**src/rtl/core/kct_pkg.sv**
```systemverilog
// kct_pkg: shared types, command codes and sizes for the keyed cell table
// no dependencies; imported by the interfaces, the cells, the resolver and the top level

package kct_pkg;

  localparam int unsigned DefaultDepth = 64;
  localparam int unsigned CoordBits    = 8;
  localparam int unsigned ValueBits    = 16;
  localparam int unsigned CountBits    = 7;
  localparam int unsigned KeyBits      = 2 * CoordBits;

  typedef enum logic [1:0] {
    CMD_ADD    = 2'd0,
    CMD_REMOVE = 2'd1,
    CMD_LOOKUP = 2'd2,
    CMD_UPDATE = 2'd3
  } kct_cmd_e;

  typedef logic [CoordBits-1:0]        kct_coord_t;
  typedef logic [KeyBits-1:0]          kct_key_t;   // {col, row}
  typedef logic signed [ValueBits-1:0] kct_val_t;
  typedef logic [CountBits-1:0]        kct_count_t;

  // four neighbor values, right / down / left / up
  typedef struct packed {
    kct_val_t right;
    kct_val_t down;
    kct_val_t left;
    kct_val_t up;
  } kct_quad_t;

  // contents of one cell, handed to the lower neighbor on a remove
  typedef struct packed {
    logic      valid;
    kct_key_t  key;
    kct_quad_t vals;
  } kct_entry_t;

  // broadcast from the control to every cell
  typedef struct packed {
    logic      cmp_en;  // latch key match this cycle
    logic      apply;   // commit the command this cycle
    kct_cmd_e  cmd;
    kct_key_t  key;
    kct_quad_t vals;
  } kct_ctrl_t;

endpackage

```
**src/rtl/core/kct_resolve.sv**
```systemverilog
// kct_resolve: picks the oldest match out of the registered per-cell hits
// depends on kct_pkg for the default depth

module kct_resolve #(
  parameter int unsigned TABLE_DEPTH = kct_pkg::DefaultDepth
) (
  input  logic [TABLE_DEPTH-1:0] hit_i,
  output logic [TABLE_DEPTH-1:0] first_o,
  output logic [TABLE_DEPTH-1:0] seen_o,
  output logic                   any_o
);
  import kct_pkg::*;

  logic [TABLE_DEPTH-1:0] upto;

  // ones up to and including the lowest hit; all ones when there is none
  assign upto    = hit_i ^ (hit_i - TABLE_DEPTH'(1));
  assign first_o = hit_i & upto;
  assign seen_o  = ~upto | first_o;
  assign any_o   = |hit_i;

endmodule

```
**config.mk**
```make
export PLATFORM = sky130hd
export DESIGN_NAME = kct_resolve
export DESIGN_NICKNAME = d
export VERILOG_FILES = /design/src/rtl/core/kct_pkg.sv /design/src/rtl/core/kct_resolve.sv
export SDC_FILE = /design/constraint.sdc
export NUM_CORES = 1
export LEC_CHECK = 0
export ABC_AREA = 1
export BUFFER_PORTS_ARGS = -buffer_cell sky130_fd_sc_hd__buf_4
export CORE_MARGIN = 5
export CORE_UTILIZATION = 35
export DETAILED_ROUTE_END_ITERATION = 8
export PLACE_DENSITY = 0.85
export SYNTH_ARGS = -nofsm -noshare
export SYNTH_HDL_FRONTEND = slang
export SYNTH_SLANG_ARGS = --single-unit
export TNS_END_PERCENT = 5
```
**constraint.sdc**
```tcl
create_clock -name vclk -period 1.2
set_input_delay 0.24 -clock vclk [all_inputs]
set_output_delay 0.24 -clock vclk [all_outputs]
set_load 0.05 [all_outputs]
```
==> metrics.md, run 1 <==
| Metric | Value |
|---|---|
| Total gr overflow | `226` |
| Syn Inst Count | `457` |
| Mean Syn Cell Area | `4.42 µm²` |
| Status | `did not finish` |
| Post-DP HPWL | `10400 µm` |
| Post-synthesis sequential area ratio | `0%` |
| Hold_buf cts | `0` |
| Syn. warnings | `0` |
| Stop err | `[ERROR GRT-0232] Routing congestion too high. Check the congestion heatmap in the GUI.` |
| GRT worst endpoint | `first_o[30]` |
| Distinct cells, synth | `16` |
| Dpl ws | `-0.682 ns` |
| Die X | `86.0 µm` |
| IO Pins | `193` |
| Starting Density | `36.3%` |
| Worst endpoint type | `output port` |
| Buffers on Ports | `193` |
| Largest net degree at the start of global routing | `7` |
| Num rows | `27` |
| GPL Wtd Cong | `0.979` |
| Syn nets | `521` |
| Die height | `86.0 µm` |
| Synthesized cell area | `0.00202 mm²` |
| Failed at | `5_1_grt` |
| GRT Util Overall | `81.2%` |
==> metrics by stage <==
stage               util [%]  area, µm²  instances
floorplan                  -       2440        457
global placement        78.0       4350        769
detailed placement      78.0       4350        769
CTS                     91.5       5100        774
==> routing by layer <==
| layer | GRT overflow | global-route usage, % |
|---|---|---|
| met2 | 123 | 102 |
| met5 | 0 | 6.29 |
| met3 | 4 | 63.9 |
| met4 | 97 | 96.0 |
| met1 | 2 | 75.0 |
==> cells by family after synthesis <==
family	count (synthesis)	share of synthesized area, %
simple gates	359	81.4
buf+inv	98	18.6
==> cells in the mapped netlist <==
master	instances	area [µm²]
and2_1	1	6.26
inv_2	5	18.8
nand2_8	1	20.0
nand2_1	117	439
nor2_1	181	679
nor2_4	11	124
or2_2	1	6.26
nand2_4	8	90.1
buf_4	2	15.0
inv_1	91	342
nand2_2	9	56.3
nand3_2	1	10.0
nor3_1	2	10.0
nand3_1	4	20.0
nor2_8	3	60.1
nor2_2	20	125
==> what timing repair did <==
action                     in CTS
gates resized for setup       209
setup endpoints to repair     125
buffers inserted                5
pin swaps                      29
==> run 2, diff against run 1 <==
- CORE_UTILIZATION: 35 -> 25
- PLACE_DENSITY: 0.85 -> default
- PLACE_DENSITY_LB_ADDON: default -> 0.15
- clock period: 1.2 -> 1.56 ns (I/O delays scaled with it)
==> run 2 against run 1 <==
The flow now finishes, with violations (setup timing). Synthesized area stayed put. Synthesized cell count stayed put.
==> metrics.md, run 2 <==
| Metric | Value |
|---|---|
| Critical Path Source Type | `input pin` |
| Post-synthesis sequential area ratio | `0% (unchanged)` |
| Ant diodes | `0` |
| Commonest non-fill, non-tap cell in the layout | `buf_4` |
| Status | `finished with violations` |
| Pre-Repair DR Iteration Count | `5` |
| Crit path largest cell delay | `0.21 ns` |
| Nets | `768` |
| WS Path Type | `in -> out` |
| WHS Path Cells | `4` |
| First-pass GRT wire length | `17800 µm` |
| Layout clock buffers | `0` |
| Crit path max fanout | `3` |
| Failing checks | `setup timing` |
| Post-Place Cells | `797 (+3.6%)` |
| Slew Viols, Final | `0` |
| Core Area | `0.00781 mm²` |
| Leakage | `2.52 nW` |
| Buffers on Ports | `193 (unchanged)` |
| CP most frequent cell | `nor2_4` |
| Mean Syn Cell Area | `4.42 µm² (unchanged)` |
| Critical Path Slowest Stage Cell | `nor2_4` |
| Setup crit end kind | `output port` |
| IO Pins | `193 (unchanged)` |
| Die X | `99.9 µm (+16%)` |
| Hold_buf cts | `0 (unchanged)` |
| Synthesized cell area | `0.00202 mm² (unchanged)` |
| Seq cells | `0` |
| Crit path DAT | `1.58 ns` |
| Largest net degree at the start of global routing | `6` |
| Iteration-0 DRC Markers | `122` |
| Worst VDD drop | `195 µV` |
| Min Tclk post-route | `1.89 ns` |
| TNS Setup | `-22.10 ns` |
| Drt wl/cell | `14.4 µm` |
| Post-DP HPWL | `10000 µm (-3.9%)` |
| Area grow syn2layout | `163%` |
| Area leader, netlist | `nor2_1` |
| Power Dens Cells | `108 mW/mm²` |
| Hold Vio Cnt, Final | `0` |
| Highest clock rate | `0.530 GHz` |
| Worst hold start | `hit_i[1]` |
| Total gr overflow | `0` |
| Slew margin rel. | `85.6%` |
| Syn. warnings | `0 (unchanged)` |
| Vias in the first global route | `3678` |
| Final cell count without fillers | `804` |
| Final number of setup-violating endpoints | `117` |
| MaxCap Viol Count | `0` |
| Sequential Area | `0 µm²` |
| Starting Density | `25.9% (-10 points)` |
| Fin crit share | `121%` |
| ANT nets after route | `0` |
| Hold Path End | `first_o[1]` |
| DRC violations left | `0` |
| Distinct cells, synth | `16 (unchanged)` |
| RSZ-0062 raised after global routing | `yes` |
| Total vias in the final route | `3565` |
| Area fraction of the dominant cell type after synthesis | `33.6% (unchanged)` |
| GRT Util Overall | `21.7%` |
| Total Routed Length | `11600 µm` |
| GPL Wtd Cong | `0.902 (-7.9%)` |
| Most frequent cells in the layout | `buf_4, buf_6, nor2_4` |
| Worst-margin pin slew | `0.216 ns` |
| Vias/cell | `4.43` |
| Initial antenna violation count | `0` |
| Fin worst setup slack | `-0.328 ns` |
| Num rows | `32 (+19%)` |
| HP Class | `in -> out` |
| Most common cell in the netlist | `nor2_1` |
| Layout cells sized above 1 | `65.8%` |
| Dpl ws | `-0.426 ns (+0.256 ns)` |
| Area contributors post-synth | `nor2_1, nand2_1, inv_1` |
| Die area | `0.00999 mm²` |
| Syn Inst Count | `457 (unchanged)` |
| Die height | `99.9 µm (+16%)` |
| Crit-path cells | `buf_4, nor2_1, nand2_1, nor2_2, nand2_2, nor2_4, clkinvlp_4, nor2_4, buf_8` |
| Synth top cells by count | `nor2_1, nand2_1, inv_1` |
| Worst EP required | `1.25 ns` |
| Syn nets | `521 (unchanged)` |
## run 2: metrics by stage
stage	util [%]	power, mW	hold WS, ns	instance area, µm²
2_1_floorplan	-	0.213	0.775	2440
3_3_place_gp	55.8	0.492	0.994	4360
3_5_place_dp	55.8	0.494	0.999	4360
4_1_cts	63.8	0.531	0.972	4980
5_1_grt	68.1	0.610	0.992	5310
6_report	68.1	0.571	0.969	5310
## run 2: final cells by class
type                       instances  area (µm²)
multi-input combinational        359        2460
timing repair buffer             247        2360
inverter                          96         373
fill                             715        2490
tap                              102         128
## run 2: worst max path at each step
stage	cells after the start	from	to	slack, ns
6_report	9	hit_i[18]	first_o[30]	-0.33
5_1_grt	9	hit_i[24]	first_o[29]	-0.38
4_1_cts	9	hit_i[1]	first_o[30]	-0.35
3_5_place_dp	9	hit_i[12]	first_o[30]	-0.43
3_3_place_gp	9	hit_i[12]	first_o[30]	-0.41
2_1_floorplan	7	hit_i[0]	first_o[27]	-0.57
## run 2: timing repair
item | CTS | global route
pin swaps | 22 | 34
buffers inserted | 4 | 3
gates cloned | 0 | 0
resized for setup | 175 | 91
endpoints found under the setup margin | 118 | 121
## run 2: kinds of logic (layout without fill, tap and decap cells)
kind of cell,count (synthesis),count (layout),share of synthesized area [%]
buf+inv,98,343,18.6
simple gates,359,359,81.4
## run 2: critical path, delay by kind of cell
| family | cells | cell delay (ns) |
|---|---|---|
| and+or+nand+nor | 6 | 0.84 |
| buffers and inverters | 3 | 0.44 |
## run 2: metal layers
metal | up-vias | global-route usage [%] | part of all wire, %
li1 | 1791 | - | -
met1 | 1634 | 26.8 | 39
met2 | 130 | 41.6 | 54
met3 | 10 | 2.50 | 6.0
met4 | 0 | 1.58 | 0.84
met5 | - | 0 | 0
## run 2: where the power goes
part	internal, mW	leakage, nW	switching [mW]
Clock	0	0	0
Combinational	0.232	2.52	0.339
Sequential	0	0	0
Note: power is estimated with default switching activity, not from simulation.
