`config.mk`:
```
export PLATFORM = sky130hd
export DESIGN_NAME = kct_cell
export DESIGN_NICKNAME = d
export VERILOG_FILES = /design/src/rtl/core/kct_pkg.sv /design/src/rtl/core/kct_cell.sv
export SDC_FILE = /design/constraint.sdc
export NUM_CORES = 1
export LEC_CHECK = 0
export BUFFER_PORTS_ARGS = -buffer_cell sky130_fd_sc_hd__buf_2
export CORE_MARGIN = 2
export CORE_UTILIZATION = 50
export CTS_BUF_LIST = sky130_fd_sc_hd__clkbuf_4 sky130_fd_sc_hd__clkbuf_8
export DETAILED_ROUTE_END_ITERATION = 8
export PLACE_DENSITY = 0.82
export SYNTH_ARGS = -nofsm -noshare
export SYNTH_HDL_FRONTEND = slang
export SYNTH_SLANG_ARGS = --single-unit
```
`constraint.sdc`:
```
create_clock -name clk_i -period 7.3 [get_ports clk_i]
set_input_delay 0.365 -clock clk_i [delete_from_list [all_inputs] [get_ports clk_i]]
set_output_delay 0.365 -clock clk_i [all_outputs]
set_load 0.02 [all_outputs]
```
`src/rtl/core/kct_pkg.sv`:
```
// kct_pkg: shared types, command codes and sizes for the keyed cell table
// no dependencies; imported by the interfaces, the cells, the resolver and the top level

package kct_pkg;

  localparam int unsigned DefaultDepth = 64;
  localparam int unsigned CoordBits    = 8;
  localparam int unsigned ValueBits    = 16;
  localparam int unsigned CountBits    = 7;
  localparam int unsigned KeyBits      = 2 * CoordBits;

  typedef enum logic [1:0] {
    CMD_ADD    = 2'd0,
    CMD_REMOVE = 2'd1,
    CMD_LOOKUP = 2'd2,
    CMD_UPDATE = 2'd3
  } kct_cmd_e;

  typedef logic [CoordBits-1:0]        kct_coord_t;
  typedef logic [KeyBits-1:0]          kct_key_t;   // {col, row}
  typedef logic signed [ValueBits-1:0] kct_val_t;
  typedef logic [CountBits-1:0]        kct_count_t;

  // four neighbor values, right / down / left / up
  typedef struct packed {
    kct_val_t right;
    kct_val_t down;
    kct_val_t left;
    kct_val_t up;
  } kct_quad_t;

  // contents of one cell, handed to the lower neighbor on a remove
  typedef struct packed {
    logic      valid;
    kct_key_t  key;
    kct_quad_t vals;
  } kct_entry_t;

  // broadcast from the control to every cell
  typedef struct packed {
    logic      cmp_en;  // latch key match this cycle
    logic      apply;   // commit the command this cycle
    kct_cmd_e  cmd;
    kct_key_t  key;
    kct_quad_t vals;
  } kct_ctrl_t;

endpackage

```
`src/rtl/core/kct_cell.sv`:
```
// kct_cell: one slot of the table chain; holds valid, key and four neighbor values
// depends on kct_pkg; neighbors are the cells above and below in the chain

module kct_cell (
  input  logic                clk_i,
  input  logic                rst_ni,
  input  kct_pkg::kct_ctrl_t  ctrl_i,
  input  logic                prev_valid_i,  // valid of the cell below
  input  kct_pkg::kct_entry_t next_i,        // contents of the cell above
  input  logic                first_i,       // this cell holds the oldest match
  input  logic                seen_i,        // at or above the oldest match
  output kct_pkg::kct_entry_t entry_o,
  output logic                hit_o,
  output kct_pkg::kct_quad_t  view_o
);
  import kct_pkg::*;

  logic      valid_q, valid_d;
  kct_key_t  key_q, key_d;
  kct_quad_t vals_q, vals_d;
  kct_quad_t sum;
  logic      hit_q;
  logic      free;

  // first empty slot: empty here, occupied below
  assign free = !valid_q && prev_valid_i;

  // wrapping adds for update
  assign sum.right = vals_q.right + ctrl_i.vals.right;
  assign sum.down  = vals_q.down  + ctrl_i.vals.down;
  assign sum.left  = vals_q.left  + ctrl_i.vals.left;
  assign sum.up    = vals_q.up    + ctrl_i.vals.up;

  always_comb begin
    valid_d = valid_q;
    key_d   = key_q;
    vals_d  = vals_q;
    if (ctrl_i.apply) begin
      case (ctrl_i.cmd)
        CMD_ADD: begin
          if (free) begin
            valid_d = 1'b1;
            key_d   = ctrl_i.key;
            vals_d  = ctrl_i.vals;
          end
        end
        CMD_REMOVE: begin
          // compaction: take the upper neighbor's contents
          if (seen_i) begin
            valid_d = next_i.valid;
            key_d   = next_i.key;
            vals_d  = next_i.vals;
          end
        end
        CMD_UPDATE: begin
          if (first_i) begin
            vals_d = sum;
          end
        end
        default: ;
      endcase
    end
  end

  always_ff @(posedge clk_i or negedge rst_ni) begin
    if (!rst_ni) begin
      valid_q <= 1'b0;
      hit_q   <= 1'b0;
    end else begin
      valid_q <= valid_d;
      if (ctrl_i.cmp_en) begin
        hit_q <= valid_q && (key_q == ctrl_i.key);
      end
    end
  end

  always_ff @(posedge clk_i) begin
    key_q  <= key_d;
    vals_q <= vals_d;
  end

  assign entry_o.valid = valid_q;
  assign entry_o.key   = key_q;
  assign entry_o.vals  = vals_q;
  assign hit_o         = hit_q;

  // values of the oldest match, with the update already added on update, zero elsewhere
  always_comb begin
    view_o = '0;
    if (first_i) begin
      view_o = (ctrl_i.cmd == CMD_UPDATE) ? sum : vals_q;
    end
  end

endmodule

```
# Word level (Yosys, flattened, before mapping)
# Cells that the tools add are included.
totals:
  word_cells: 37
  regBits: 82
  output_inout_bits: 146
classes:
  n_addsub: 4
  muxes: 12
  n_reduce_logical: 8
  eq_ne: 6
ops:
  columns: ["operator", "count"]
  rows:
  - ["64-bit two-way mux", 5]
  - ["64-bit one-hot mux with 3 select lines", 1]
  - ["16-bit adder", 4]
  - ["16-bit two-way mux", 2]
  - ["16-bit one-hot mux with 2 select lines", 1]
  - ["16-bit equality test", 1]
  - ["2-bit inequality test (second input constant)", 3]
  - ["5-bit AND reduction", 1]
  - ["4-bit AND reduction", 1]
  - ["3-bit nonzero test", 1]
  - ["2-bit by 1-bit equality test with 1-bit output (second input constant)", 1]
  - ["2-bit equality test (second input constant)", 1]
  - ["1-bit logical AND", 2]
  - ["2-bit logical NOT", 1]
  - ["1-bit two-way mux", 2]
  - ["1-bit one-hot mux with 2 select lines", 1]
  - ["2-bit nonzero test", 1]
  - ["1-bit logical NOT", 1]

# Longest topological paths before layout
depth:
  ltp_word: 4
  mapped_depth: 10
  mapped_depth_nobuf: 10

# Least setup slack after synthesis
# Ideal clock, no wire load.
synth_timing:
  path_kind: "input port to flip-flop"
  from: "in ctrl_i[80] (netlist bit)"
  to: "reg vals_q (netlist bit entry_o[0]), enable pin"
  arrival_time_ps: 3219
  slack_ps: 3683
  n_path_buf: 1
  required_ps: 6902
  cell_stages: 5
  path_cell_list: "clkbuf_1 > nor3b_1 > a21oi_1 > nor3b_1 > a31o_2"
synth_between:
  elab_chain_cells: 3
  elab_cells_between_ends: 8
  classes_between: "eq/ne (5); reduce/logical (3)"
synth_lines:
  columns: ["item", "line_no", "rtl"]
  rows:
  - ["from (decl)", "kct_cell.sv:7", "input kct_pkg::kct_ctrl_t ctrl_i,"]
  - ["2-bit equality test, or another cell as far along", "kct_cell.sv:39", "case (ctrl_i.cmd)"]
  - ["2-bit inequality test (no source line) or 3-bit nonzero test (tied branches)", null, null]
  - ["5-bit AND reduction (no source line) *", null, null]
  - ["to (signal assigned)", "kct_cell.sv:79", "vals_q <= vals_d;"]
  - ["to (decl)", "kct_cell.sv:20", "kct_quad_t vals_q, vals_d;"]
# Every way passes the cells marked *; elsewhere a longest branch is shown, timed or not.
# A chain may end at the register's enable or synchronous reset.

==> results by group <==
Routing
  – First-pass DRT Iterations: 5
  – Top sig layer: met5
  – Met2 wire length: 12.61 mm
  – DRT Wirelength: 26.82 mm
  – DRT iter0 DRCs: 718
  – ANT nets after route: 0
  – DRC errors left: 0
  – Vias per inst: 5.839
  – Met3 WL: approximately 2.1 mm
  – DR WL/cell: 18.43 um
  – Via count: 8496
  – Metal-1 WL: 11.37 mm

Yosys
  – Synth Flop Type: edfxtp_1
  – Syn_area_per_cell: 8.218 um^2
  – Mux cell area share after synthesis: under 10%
  – Largest family of logic cells by synthesized area: compound AO/OA/AOI/OAI gates
  – Net count after synthesis: 1192
  – Synth cell types: 56
  – Most common cell in the netlist: nand2_1
  – Top cells by count, synth: nand2_1 (147), a21oi_1 (125), nor2_1 (81), edfxtp_1 (80), ha_1 (60)
  – Synth Area in XOR/XNOR: 7.343%
  – Area leader, netlist: edfxtp_1
  – Top-area cell type share of the netlist area: a little under a third
  – Post-synth EDFFs: 80
  – Sequential fraction of the synthesis area: 31.15%
  – Synth Area in Compound Gates: 23.63%
  – FFs w/ async S/R, synth: ~2.4%
  – Synth Instances: 958
  – Warnings from Yosys: 0
  – #FFs+latches synth: 82
  – Cell area after synthesis: 0.007873 mm^2
  – Top area cells in the synthesized netlist: edfxtp_1 (31%), ha_1 (9.5%), a21oi_1 (7.9%)
  – Post-Synth Simple-Gate Area: 16.80%
  – Adder-cell share of the synthesized area: 10.55%

CTS
  – TritonCTS Buffers: 9
  – Clk Latency, worst-skew pair: roughly 0.4 ns
  – TritonCTS Sinks: 82
  – Deepest clock path buffer count: 2
  – Root buffer cell: clkbuf_8
  – CTS tree: yes
  – Clock transition at path regs: 0.10 ns
  – H-tree lvl count: 3

Floorplanning
  – I/O pins: 316
  – Die height: 129.5 um
  – # rows: 45
  – Initial Utilization: between 50% and 60%
  – Core ar.: 0.01531 mm^2
  – Die area: 0.01677 mm^2
  – Die X: 129.5 um

Pwr
  – VDD IR max: 0.1125 mV
  – Pleak: 4.601 nW
  – PD cells: 160.4 mW/mm^2

Min path
  – Worst min-delay path class: in -> reg
  – End of the worst hold path: hit_o
  – Hold Path Cell Cnt: 2
  – Min-Delay Startpoint: ctrl_i[83]

Final layout
  – Non-filler cells, final: 1455
  – FF+latch area: between 0.002 and 0.0025 mm^2
  – Filler instances: 1387
  – Multi-input combinational cell area: approximately 0.0051 mm^2
  – Area Growth Syn to Fin: 24.40%
  – Layout cells sized above 1: between 20% and 30%
  – Final #Nets: 1472

Timing
  – Tcrit/Tclk final: 48.97%
  – Slew margin rel.: approximately a fifth
  – Hold Worst Slack: 0.1668 ns
  – Setup Skew: between 0.02 and 0.03 ns
  – Final setup TNS: 0 ns
  – RSZ-0062 raised after global routing: false
  – Fin. max-slew vios: 0
  – Tightest Pin Transition: 1.207 ns
  – Fmax: 279.8 MHz
  – Final setup viols: 0
  – Final hold vios: 0
  – Tmin final: 3.575 ns

Place
  – Post-DP HPWL: 20.04 mm
  – GP Congestion: around 0.94
  – Dpl cells: about 1400
  – PortBufs: 315

GRT
  – Initial antenna violation count: 1
  – First-pass GRT wire length: about 40 mm
  – Gr ovfl total: 0
  – Vias in the first global route: between 8000 and 9000
  – GRT Total Usage: 31.00%
  – Largest net degree at the start of global routing: 65

Setup path
  – FF-to-FF End: entry_o[62]
  – Worst setup SP type: flip-flop
  – CP endpoint kind: output pin
  – WS Path Type: reg -> out
  – R2R setup slack: 4.48 ns
  – WP data required: 6.93 ns
  – R2R depth: 10
  – Arr. time, crit path: 3.21 ns
  – CP max FO: 3
  – RR Startpoint: entry_o[48]

Outcome
  – Outcome: finished clean

Run
  – Max_cap viols: 0
-- cell usage in the layout (no fill, tap or decap), types with 20 or more instances in the layout --
cell type and count:
nor2_1 80, mux2i_1 48, ha_1 60, a22oi_1 21, inv_1 33, xnor2_1 33
buf_2 315, o21ai_0 56, nand3_1 20, xor2_1 33, a21oi_1 125, edfxtp_1 80
nand2_1 146
-- power by group --
part	leakage, nW	switching [mW]	internal [mW]
Sequential	0.760	0.0214	0.554
Clock	0.104	0.206	0.162
Combinational	3.74	0.383	0.246
-- sequential cells by signal, summed over array words and instances (netlist names) --
name and cells:
entry_o 64, hit_o 1, key_q 16, valid_q 1
-- per-layer routing --
| metal | up-vias | GRT usage [%] |
|---|---|---|
| met4 | 2 | 10.50 |
| met3 | 65 | 4.913 |
| li1 | 4031 | - |
| met1 | 3957 | 40.29 |
| met5 | - | 0 |
| met2 | 441 | 52.82 |
-- worst max-delay path: stages, from the launching register on --
cell	delay, ns
edfxtp_1	0.38
ha_1	0.20
inv_1	0.06
fa_1	0.40
nor2b_1	0.18
o2111ai_1	0.19
a211oi_1	0.49
o21ai_0	0.21
xor2_1	0.18
o21ai_0	0.15
and2_1	0.20
buf_2	0.19
-- metrics by stage --
step	power (mW)	utilization (%)	setup slack, ns	area [um^2]
2_1_floorplan	1.004	-	3.683	7873
3_3_place_gp	1.191	62.57	3.957	9582
3_5_place_dp	1.203	62.57	3.903	9582
4_1_cts	1.564	63.93	3.802	9791
5_1_grt	1.647	63.93	3.464	9791
6_report	1.571	63.95	3.725	9793
-- worst max path at each step --
stage	end	start	cells after the start	slack (ns)
finish	view_o[46]	entry_o[32]	11	3.73
global placement	view_o[31]	ctrl_i[81]	7	3.96
global route	view_o[46]	entry_o[32]	11	3.46
CTS	view_o[46]	entry_o[32]	11	3.80
detailed placement	view_o[31]	ctrl_i[81]	7	3.90
floorplan	entry_o[0]	ctrl_i[80]	5	3.68
-- kinds of logic after synthesis --
| group | after synthesis |
|---|---|
| simple gates | 306 |
| compound gates | 303 |
| buf+inv | 88 |
| flops | 82 |
| xor+xnor | 66 |
| fa+ha+maj | 64 |
| mux | 49 |
-- cell type report --
class / count / area share (%)
well taps: 211 / 2.696
multi-input cells: 788 / 52.17
inverters: 34 / 1.303
clock buffers: 9 / 1.265
repair buffers: 323 / 16.74
flip-flops and latches: 82 / 25.04
diodes: 1 / 0.02555
clock inverters: 7 / 0.7666
-- repair_timing --
action / in CTS / in global routing
endpoints found under the hold margin: 2 / 0
gates resized for setup: 0 / 0
buffers inserted: 0 / 0
hold buffers: 1 / 0
No activity file was read; power rests on OpenSTA's default activity.
